File: config.mk
export PLATFORM = sky130hd
export DESIGN_NAME = idct_ram
export DESIGN_NICKNAME = d
export VERILOG_FILES = /design/src/sv/idct_ram.sv
export SDC_FILE = /design/constraint.sdc
export NUM_CORES = 1
export LEC_CHECK = 0
export BUFFER_PORTS_ARGS = -buffer_cell sky130_fd_sc_hd__buf_2
export CAP_MARGIN = 20
export CELL_PAD_IN_SITES_DETAIL_PLACEMENT = 1
export CELL_PAD_IN_SITES_GLOBAL_PLACEMENT = 1
export CORE_MARGIN = 10
export CORE_UTILIZATION = 30
export DETAILED_ROUTE_END_ITERATION = 7
export GPL_ROUTABILITY_DRIVEN = 1
export MAX_ROUTING_LAYER = met4
export PLACE_DENSITY_LB_ADDON = 0.1
export REMOVE_ABC_BUFFERS = 1
export SLEW_MARGIN = 25
export SYNTH_ARGS = -nofsm -noshare
export SYNTH_HDL_FRONTEND = slang
export SYNTH_SLANG_ARGS = --single-unit
File: constraint.sdc
create_clock -name clk -period 1.5 [get_ports clk]
set_input_delay 0.075 -clock clk [delete_from_list [all_inputs] [get_ports clk]]
set_output_delay 0.075 -clock clk [all_outputs]
set_load 0.05 [all_outputs]
File: src/sv/idct_ram.sv
`timescale 1ns / 1ps
// ----------------------------------------------------------------------------
// idct_ram
// Generic single-port-write, single-port-read RAM with registered read.
// ----------------------------------------------------------------------------
module idct_ram #(
  parameter int Width = 8,
  parameter int Depth = 8
) (
  input  logic                     clk,
  input  logic                     we,
  input  logic [$clog2(Depth)-1:0] waddr,
  input  logic [Width-1:0]         wdata,
  input  logic [$clog2(Depth)-1:0] raddr,
  output logic [Width-1:0]         rdata
);

  logic [Width-1:0] mem [Depth];

  always_ff @(posedge clk) begin
    if (we) begin
      mem[waddr] <= wdata;
    end
    rdata <= mem[raddr];
  end

endmodule

==> flow_metrics.env, run 1 <==
export IMPL_grt_pass1_wl_um=7770
export IMPL_skew_ns=0.00761
export IMPL_routed_via_density=4.60
export IMPL_synthXorXnorAreaFrac=0
export IMPL_drt_wirelength_per_cell_um=19.2
export IMPL_synth_compound_area_frac=0
export IMPL_startpoint_type="flip-flop"
export IMPL_firstDrtPassIters=3
export IMPL_ioPinCount=24
export IMPL_postRouteAntennaNets=0
export IMPL_clk_path_buf_depth=2
export IMPL_clock_latency_ns=0.33
export IMPL_regToRegEndpoint="rdata[6]"
export IMPL_synth_top_family_by_area="multiplexers"
export IMPL_slew_viol_final=0
export IMPL_die_height_um=115
export IMPL_crit_type="reg2reg"
export IMPL_via_count=1232
export IMPL_r2r_start="mem[1][6]"
export IMPL_path_max_fanout=1
export IMPL_drive_above_1_share=0.350
export IMPL_drtIter0Drc=80
export IMPL_track_usage=0.0858
export IMPL_clockRootBuffer="clkbuf_8"
export IMPL_reg2reg_depth=2
export IMPL_yosysWarnings=0
export IMPL_ys_ff_latch=72
export IMPL_yosysTopAreaCellShare=0.714
export IMPL_setup_viol=0
export IMPL_remaining_drc_errors=0
export IMPL_powerDensity_nw_per_um2=1270
export IMPL_hpwl_um=3180
export IMPL_cts_made_buffers=9
export IMPL_worstMarginPinSlew_ns=0.386
export IMPL_synth_simple_area_share=0.0219
export IMPL_die_x_um=115
export IMPL_total_power_mw=4.06
export IMPL_yosys_top_cells_area="edfxtp_1 71%, mux4_1 15%, dfxtp_1 6.0%"
export IMPL_grt_pass1_vias=1372
export IMPL_period_share=0.836
export IMPL_synth_seq_area_share=0.774
export IMPL_rrSetupSlack_ns=0.25
export IMPL_syn_to_final_growth_pct=19.1
export IMPL_cts_tree="built"
export IMPL_layout_commonest_cell="edfxtp_1"
export IMPL_cp_data_arrival_time_ns=1.47
export IMPL_final_cell_mix="64 x edfxtp_1, 23 x buf_2, 15 x mux4_1"
export IMPL_setup_tns_ns=0
export IMPL_dp_slack_ns=0.174
export IMPL_synthAdderAreaFrac=0
export IMPL_dpl_cell_count=249
export IMPL_status="complete, no violations"
export IMPL_whs_endpoint="mem[1][5]"
export IMPL_cp_end_kind="flip-flop"
export IMPL_synth_cells=114
export IMPL_fin_area_um2=3200
export IMPL_antennaDiodeCount=0
export IMPL_placed_area_um2=2980
export IMPL_final_hold_viol_count=0
export IMPL_fmax_mhz=797
export IMPL_postCtsSetupBuffers=0
export IMPL_synth_top_cell_by_area="edfxtp_1"
export IMPL_whs_path_depth=1
export IMPL_required_ns=1.71
export IMPL_grt_start_max_net_pins=17
export IMPL_rsz0062_at_grt="no"
export IMPL_hold_path_class="in2reg"
export IMPL_final_cells=268
export IMPL_netlist_area_um2=2690
export IMPL_nets=171
export IMPL_fin_ws_ns=0.246
export IMPL_io_buffers=23
export IMPL_cts_num_sinks=72
export IMPL_wirelength_um=5140
export IMPL_finalCriticalPeriod_ns=1.25
export IMPL_core_area_um2=8720
export IMPL_leakagePower_nw=1.12
export IMPL_start_util=0.309
export IMPL_synthMuxAreaShare=0.188
export IMPL_synth_cell_type_count=14
export IMPL_cts_clk_slew_worst_paths_ns=0.08
export IMPL_rows=34
export IMPL_maxCapViolCount=0
export IMPL_slew_headroom=0.743
export IMPL_place_gp_congestion=0.616
export IMPL_antenna_found_initial=0
export IMPL_ctsHtreeMaxLevel=3
export IMPL_max_vdd_ir_drop_mv=0.376
export IMPL_overflow=0
export IMPL_min_from="wdata[5]"
export IMPL_fin_util=0.367
export IMPL_hold_ws_ns=0.0119
export IMPL_syn_area_per_cell_um2=23.6
export IMPL_die_area_um2=13200
cell usage after synthesis:
| library cell | instances |
|---|---|
| buf_2 | 1 |
| mux4_1 | 15 |
| nand2_1 | 2 |
| clkbuf_1 | 1 |
| mux2_2 | 8 |
| edfxtp_1 | 64 |
| buf_6 | 1 |
| dfxtp_1 | 8 |
| buf_1 | 1 |
| nor3_1 | 2 |
| mux4_2 | 1 |
| buf_12 | 1 |
| nand2b_1 | 3 |
| nor2_1 | 6 |
metal layers:
| layer | up-vias | GRT usage | share of wire |
|---|---|---|---|
| met3 | 7 | 0.0262 | 0.029 |
| met1 | 637 | 0.101 | 0.48 |
| met5 | - | - | 0 |
| met2 | 21 | 0.128 | 0.48 |
| met4 | 0 | 0.0495 | 0.012 |
| li1 | 567 | - | - |
cell families (layout without fill, tap and decap cells):
family | count (synthesis) | after routing
buffers and inverters | 5 | 51
multiplexers | 24 | 24
flip-flops | 72 | 72
AND/OR/NAND/NOR | 13 | 13
timing repair:
item	4_1_cts	5_1_grt
setup endpoints to repair	0	0
endpoints found under the hold margin	15	0
hold buffers	3	0
resized for setup	0	0
area by class of cell:
type / instances / area, um^2
clock inverter: 7 / 72.6
timing repair buffer: 35 / 225
fill: 849 / 5520
multi-input combinational: 37 / 566
clock buffer: 9 / 124
sequential: 72 / 2080
tap: 108 / 135
how the worst max path moves through the flow:
| stage | from | to | slack, ns | cells past startpoint |
|---|---|---|---|---|
| after global routing | mem[3][6] | rdata[6] | 0.19 | 2 |
| after global placement | raddr[0] | rdata[2] | 0.18 | 4 |
| after CTS | mem[2][7] | rdata[7] | 0.23 | 2 |
| after detailed placement | raddr[0] | rdata[1] | 0.17 | 4 |
| after floorplan | waddr[2] | mem[0][0] | 0.26 | 2 |
| final | mem[1][6] | rdata[6] | 0.25 | 2 |
worst max-delay path: stages, from the launching register on:
cell and delay [ns]:
edfxtp_1 0.37, mux4_1 0.50, mux2_2 0.27
report_power, final:
| part | leakage [nW] | total [mW] | switching [mW] | internal, mW |
|---|---|---|---|---|
| Sequential | 0.649 | 2.28 | 0.0146 | 2.26 |
| Clock | 0.0968 | 1.47 | 0.703 | 0.767 |
| Combinational | 0.373 | 0.309 | 0.190 | 0.119 |
| Total | 1.12 | 4.05 | 0.908 | 3.15 |
flip-flops by register name, indices dropped and copies added, names as in the netlist:
signal and flops:
rdata 8, mem 64
(Power assumes the default switching activity.)
==> run 2, diff against run 1 <==
--- a/config.mk
+++ b/config.mk
@@ -5,6 +5,7 @@
 export SDC_FILE = /design/constraint.sdc
 export NUM_CORES = 1
 export LEC_CHECK = 0
+export ABC_AREA = 1
 export BUFFER_PORTS_ARGS = -buffer_cell sky130_fd_sc_hd__buf_2
 export CAP_MARGIN = 20
 export CELL_PAD_IN_SITES_DETAIL_PLACEMENT = 1
==> constraint.sdc (replaced) <==
create_clock -name clk -period 1.2 [get_ports clk]
set_input_delay 0.06 -clock clk [delete_from_list [all_inputs] [get_ports clk]]
set_output_delay 0.06 -clock clk [all_outputs]
set_load 0.05 [all_outputs]
==> run 2 against run 1 <==
Effect of this change: area after synthesis increased by 13%; critical path depth decreased by 1; wire length increased by 44%; setup slack got worse by 0.016 ns.
==> flow_metrics.env, run 2 <==
export IMPL_cp_data_arrival_time_ns=0.91
export IMPL_worstPathCellList="buf_2"
export IMPL_ioPinCount=24
export IMPL_skew_ns=0.00683
export IMPL_core_area_um2=9820
export IMPL_placed_area_um2=3350
export IMPL_wirelength_um=7380
export IMPL_antennaDiodeCount=0
export IMPL_layout_commonest_cell="nand2_1"
export IMPL_cp_slowest_cell="dfxtp_1"
export IMPL_synthFlopType="edfxtp_1"
export IMPL_cts_resized_gates=0
export IMPL_p_comb_frac=0.093
export IMPL_synthTopCellsByCount="110 x nand2_1, 68 x inv_1, 64 x edfxtp_1"
export IMPL_routed_via_density=4.22
export IMPL_use_met3=0.0223
export IMPL_max_vdd_ir_drop_mv=0.589
export IMPL_yosysWarnings=0
export IMPL_die_area_um2=14600
export IMPL_crit_family="flip-flops"
export IMPL_power_switching_mw=1.28
export IMPL_syn_to_final_growth_pct=16.7
export IMPL_place_gp_congestion=0.750
export IMPL_largest_reg_flops=64
export IMPL_nets=360
export IMPL_dpl_cell_count=464
export IMPL_yosysTopAreaCellShare=0.630
export IMPL_netlist_area_um2=3050
export IMPL_remaining_drc_errors=0
export IMPL_powerDensity_nw_per_um2=1450
export IMPL_synth_seq_area_share=0.683
export IMPL_gr_usage_met2=0.172
export IMPL_reg_top3="mem (64), rdata (8)"
export IMPL_setup_viol=0
export IMPL_clk_path_buf_depth=2
export IMPL_clockPowerShare=0.356
export IMPL_path_max_fanout=1
export IMPL_postRouteAntennaNets=0
export IMPL_maxCapViolCount=0
export IMPL_total_power_mw=5.17
export IMPL_critical_path_buf_inv_count=1
export IMPL_synth_cells=303
export IMPL_cts_made_buffers=9
export IMPL_start_util=0.311
export IMPL_fin_area_um2=3560
export IMPL_setup_tns_ns=0
export IMPL_hpwl_um=4940
export IMPL_grt_pass1_vias=2123
export IMPL_via_count=2035
export IMPL_cts_num_sinks=72
export IMPL_final_cells=482
export IMPL_regMostFlops="mem"
export IMPL_hold_path_class="in2reg"
export IMPL_required_ns=1.14
export IMPL_rsz0062_at_grt="no"
export IMPL_grt_start_max_net_pins=33
export IMPL_grtUsageMet1=0.138
export IMPL_pwr_share_seq=0.550
export IMPL_die_x_um=121
export IMPL_busiest_layer="met2"
export IMPL_leakagePower_nw=1.66
export IMPL_startpoint_type="flip-flop"
export IMPL_final_hold_viol_count=0
export IMPL_slew_viol_final=0
export IMPL_ys_async_sr_fraction=0
export IMPL_switching_share=0.246
export IMPL_finalCriticalPeriod_ns=0.970
export IMPL_final_cell_mix="110 x nand2_1, 68 x inv_1, 64 x edfxtp_1"
export IMPL_drtIter0Drc=81
export IMPL_cp_end_kind="output pin"
export IMPL_drt_wirelength_per_cell_um=15.3
export IMPL_synth_cell_type_count=11
export IMPL_fmax_mhz=1030
export IMPL_synth_edf_count=64
export IMPL_crit_type="reg2out"
export IMPL_cts_tree="built"
export IMPL_clock_latency_ns=0.33
export IMPL_slew_headroom=0.745
export IMPL_ys_ff_latch=72
export IMPL_period_share=0.808
export IMPL_clockRootBuffer="clkbuf_8"
export IMPL_syn_area_per_cell_um2=10.1
export IMPL_synth_top_cell_by_area="edfxtp_1"
export IMPL_worstMarginPinSlew_ns=0.382
export IMPL_io_buffers=23
export IMPL_die_height_um=121
export IMPL_overflow=0
export IMPL_status="complete, no violations"
export IMPL_firstDrtPassIters=4
export IMPL_ctsHtreeMaxLevel=3
export IMPL_antenna_found_initial=0
export IMPL_grt_pass1_wl_um=11800
export IMPL_slowest_delay_ns=0.32
export IMPL_fin_util=0.362
export IMPL_synthMostInstantiatedCell="nand2_1"
export IMPL_drive_above_1_share=0.158
export IMPL_p_int_mw=3.90
export IMPL_cts_clk_slew_worst_paths_ns=0.08
export IMPL_yosys_top_cells_area="edfxtp_1 63%, nand2_1 14%, inv_1 8.4%"
export IMPL_track_usage=0.110
export IMPL_rows=36
-- run 2: cell types whose count changed after synthesis, sizes merged --
| cell | before | now |
|---|---|---|
| nand2 | 2 | 110 |
| inv | 0 | 70 |
| nand3 | 0 | 32 |
| mux4 | 16 | 0 |
| mux2 | 8 | 0 |
| buf | 4 | 11 |
| nand2b | 3 | 0 |
| nor2 | 6 | 8 |
| nor3 | 2 | 0 |
| clkbuf | 1 | 0 |
-- run 2: area by class of cell --
cell class | count | area (um^2)
Clock buffer | 9 | 124
Clock inverter | 7 | 62.6
Fill cell | 1172 | 6260
Inverter | 70 | 265
Multi-Input combinational cell | 150 | 603
Sequential cell | 72 | 2080
Tap cell | 133 | 166
Timing Repair Buffer | 41 | 255
-- run 2: logic make-up after synthesis --
kind of cell | Yosys count | synth area share
buf+inv | 81 | 0.120
flops | 72 | 0.683
simple gates | 150 | 0.198
-- run 2: what timing repair did --
action / CTS / global route
setup buffers: 0 / 0
hold buffers: 2 / 0
hold endpoints to repair: 13 / 0
-- run 2: power by group through the flow --
stage,Combinational (mW),Sequential (mW),Clock [mW]
floorplan,0.172,3.00,0
CTS,0.498,2.85,1.90
detailed placement,0.492,2.91,0
finish,0.484,2.85,1.84
global route,0.547,2.86,2.03
global placement,0.489,2.90,0
-- run 2: through the flow --
stage | setup WS (ns) | hold WS, ns
after floorplan | 0.265 | 0.159
after global placement | 0.155 | 0.346
after detailed placement | 0.149 | 0.355
after CTS | 0.207 | 0.00242
after global routing | 0.192 | 0.0135
final | 0.230 | 0.0138
-- run 2: path summary, 6_finish.rpt --
kind	start	endpoint	slack (ns)	depth (start not counted)
worst min register to register	mem[0][3]	rdata[3]	0.63	6
worst max register to register	mem[3][1]	rdata[1]	0.35	6
worst min-delay path	wdata[7]	mem[7][7]	0.01	1
worst max-delay path	rdata[3]	rdata[3]	0.23	1
-- run 2: routing by layer --
metal	routed length, um	part of all wire
met1	3610	0.49
met2	3500	0.47
met3	201	0.027
met4	77	0.010
met5	0	0
==> run 3, diff against run 2 <==
--- a/config.mk
+++ b/config.mk
@@ -5,7 +5,7 @@
 export SDC_FILE = /design/constraint.sdc
 export NUM_CORES = 1
 export LEC_CHECK = 0
-export ABC_AREA = 1
+export ABC_AREA = 0
 export BUFFER_PORTS_ARGS = -buffer_cell sky130_fd_sc_hd__buf_2
 export CAP_MARGIN = 20
 export CELL_PAD_IN_SITES_DETAIL_PLACEMENT = 1
==> constraint.sdc (replaced) <==
create_clock -name clk -period 0.8 [get_ports clk]
set_input_delay 0.04 -clock clk [delete_from_list [all_inputs] [get_ports clk]]
set_output_delay 0.04 -clock clk [all_outputs]
set_load 0.05 [all_outputs]
==> run 3 against run 2 <==
Effect of this change: the run now ends with negative setup slack left; sequential power increased by 51%; flip-flop and latch count is the same; critical path depth up 1; clock power grew 81%; global-route usage down 1.8 points; largest power group unchanged.
==> flow_metrics.env, run 3 (synthesis results as in run 1) <==
export IMPL_pwr_share_seq=0.515
export IMPL_path_max_fanout=1
export IMPL_total_power_mw=8.36
export IMPL_place_gp_congestion=0.640
export IMPL_p_int_mw=6.65
export IMPL_grt_pass1_wl_um=8530
export IMPL_grt_start_max_net_pins=13
export IMPL_syn_to_final_growth_pct=25.5
export IMPL_reg_top3="mem (64), rdata (8)"
export IMPL_grt_pass1_vias=1491
export IMPL_drtIter0Drc=75
export IMPL_ioPinCount=24
export IMPL_start_util=0.309
export IMPL_cp_end_kind="flip-flop"
export IMPL_worstMarginPinSlew_ns=0.266
export IMPL_crit_start="mem[7][5]"
export IMPL_final_cell_mix="64 x edfxtp_1, 16 x mux4_2, 15 x buf_2"
export IMPL_hold_ws_ns=0.151
export IMPL_cts_tree="built"
export IMPL_cp_slowest_cell="mux4_2"
export IMPL_die_height_um=115
export IMPL_io_buffers=23
export IMPL_p_comb_frac=0.087
export IMPL_violations="negative setup slack"
export IMPL_nets=181
export IMPL_postRouteAntennaNets=0
export IMPL_period_share=1.54
export IMPL_die_x_um=115
export IMPL_min_from="raddr[1]"
export IMPL_clockRootBuffer="clkbuf_8"
export IMPL_antenna_found_initial=0
export IMPL_largest_reg_flops=64
export IMPL_cts_clk_slew_worst_paths_ns=0.07
export IMPL_slew_headroom=0.823
export IMPL_power_switching_mw=1.71
export IMPL_rrSetupSlack_ns=-0.43
export IMPL_via_count=1240
export IMPL_finalCriticalPeriod_ns=1.23
export IMPL_layout_commonest_cell="edfxtp_1"
export IMPL_final_hold_viol_count=0
export IMPL_clock_latency_ns=0.33
export IMPL_fin_area_um2=3380
export IMPL_routed_via_density=4.46
export IMPL_setup_tns_ns=-3.76
export IMPL_firstDrtPassIters=4
export IMPL_clockPowerShare=0.398
export IMPL_max_vdd_ir_drop_mv=0.937
export IMPL_setup_viol=16
export IMPL_slowest_delay_ns=0.48
export IMPL_fin_ws_ns=-0.430
export IMPL_clk_path_buf_depth=2
export IMPL_switching_share=0.205
export IMPL_critical_path_buf_inv_count=0
export IMPL_cts_made_buffers=9
export IMPL_cp_data_arrival_time_ns=1.45
export IMPL_drive_above_1_share=0.482
export IMPL_maxCapViolCount=0
export IMPL_core_area_um2=8720
export IMPL_fmax_mhz=813
export IMPL_crit_type="reg2reg"
export IMPL_hpwl_um=3510
export IMPL_dp_slack_ns=-0.501
export IMPL_rsz0062_at_grt="yes"
export IMPL_r2r_start="mem[7][5]"
export IMPL_die_area_um2=13200
export IMPL_leakagePower_nw=1.16
export IMPL_required_ns=1.02
export IMPL_powerDensity_nw_per_um2=2480
export IMPL_cts_num_sinks=72
export IMPL_skew_ns=0.00737
export IMPL_remaining_drc_errors=0
export IMPL_placed_area_um2=3030
export IMPL_startpoint_type="flip-flop"
export IMPL_ctsHtreeMaxLevel=3
export IMPL_status="finished with violations"
export IMPL_antennaDiodeCount=0
export IMPL_rows=34
export IMPL_wirelength_um=5560
export IMPL_hold_path_class="in2reg"
export IMPL_crit_family="multiplexers"
export IMPL_drt_wirelength_per_cell_um=20.0
export IMPL_regMostFlops="mem"
export IMPL_overflow=0
export IMPL_slew_viol_final=0
export IMPL_track_usage=0.0923
export IMPL_worstPathCellList="mux4_2 > mux2_4"
## run 3: per-stage QoR
step,util,cells
final,0.387,278
after global routing,0.387,278
after CTS,0.386,278
after detailed placement,0.347,254
after global placement,0.347,254
after floorplan,-,109
## run 3: final timing paths
path / end / cells past startpoint
worst max register to register: rdata[5] / 2
worst max-delay path: rdata[5] / 2
worst min-delay path: rdata[2] / 2
worst min register to register: rdata[3] / 2
## run 3: final cells by class
cell class | instances | area (um^2)
clock buffers | 9 | 124
clock inverters | 7 | 110
fillers | 835 | 5340
multi-input cells | 37 | 517
flip-flops and latches | 72 | 2090
well taps | 108 | 135
repair buffers | 45 | 402
## run 3: timing repair
action | in CTS | in global routing
resized for setup | 44 | 3
gates cloned | 0 | 0
setup buffers | 0 | 0
hold endpoints to repair | 64 | 0
hold buffers | 8 | 0
setup endpoints to repair | 16 | 16
## run 3: power by group through the flow
stage / clock, mW / combinational [mW] / sequential, mW
3_3_place_gp: 0 / 0.591 / 4.35
5_1_grt: 3.62 / 0.778 / 4.32
3_5_place_dp: 0 / 0.609 / 4.36
4_1_cts: 3.44 / 0.739 / 4.31
6_report: 3.33 / 0.729 / 4.31
2_1_floorplan: 0 / 0.181 / 4.51
## run 3: per-layer routing
layer	global-route usage	routed length, um	up-vias
li1	-	-	565
met1	0.115	2610	647
met2	0.136	2700	21
met3	0.0236	179	7
met4	0.0470	69	0
met5	-	0	-
## run 3: worst reg2reg max path: cells and delay by family, from the launching register on
kind	cells	cell delay (ns)
muxes	2	0.75
DFF	1	0.38
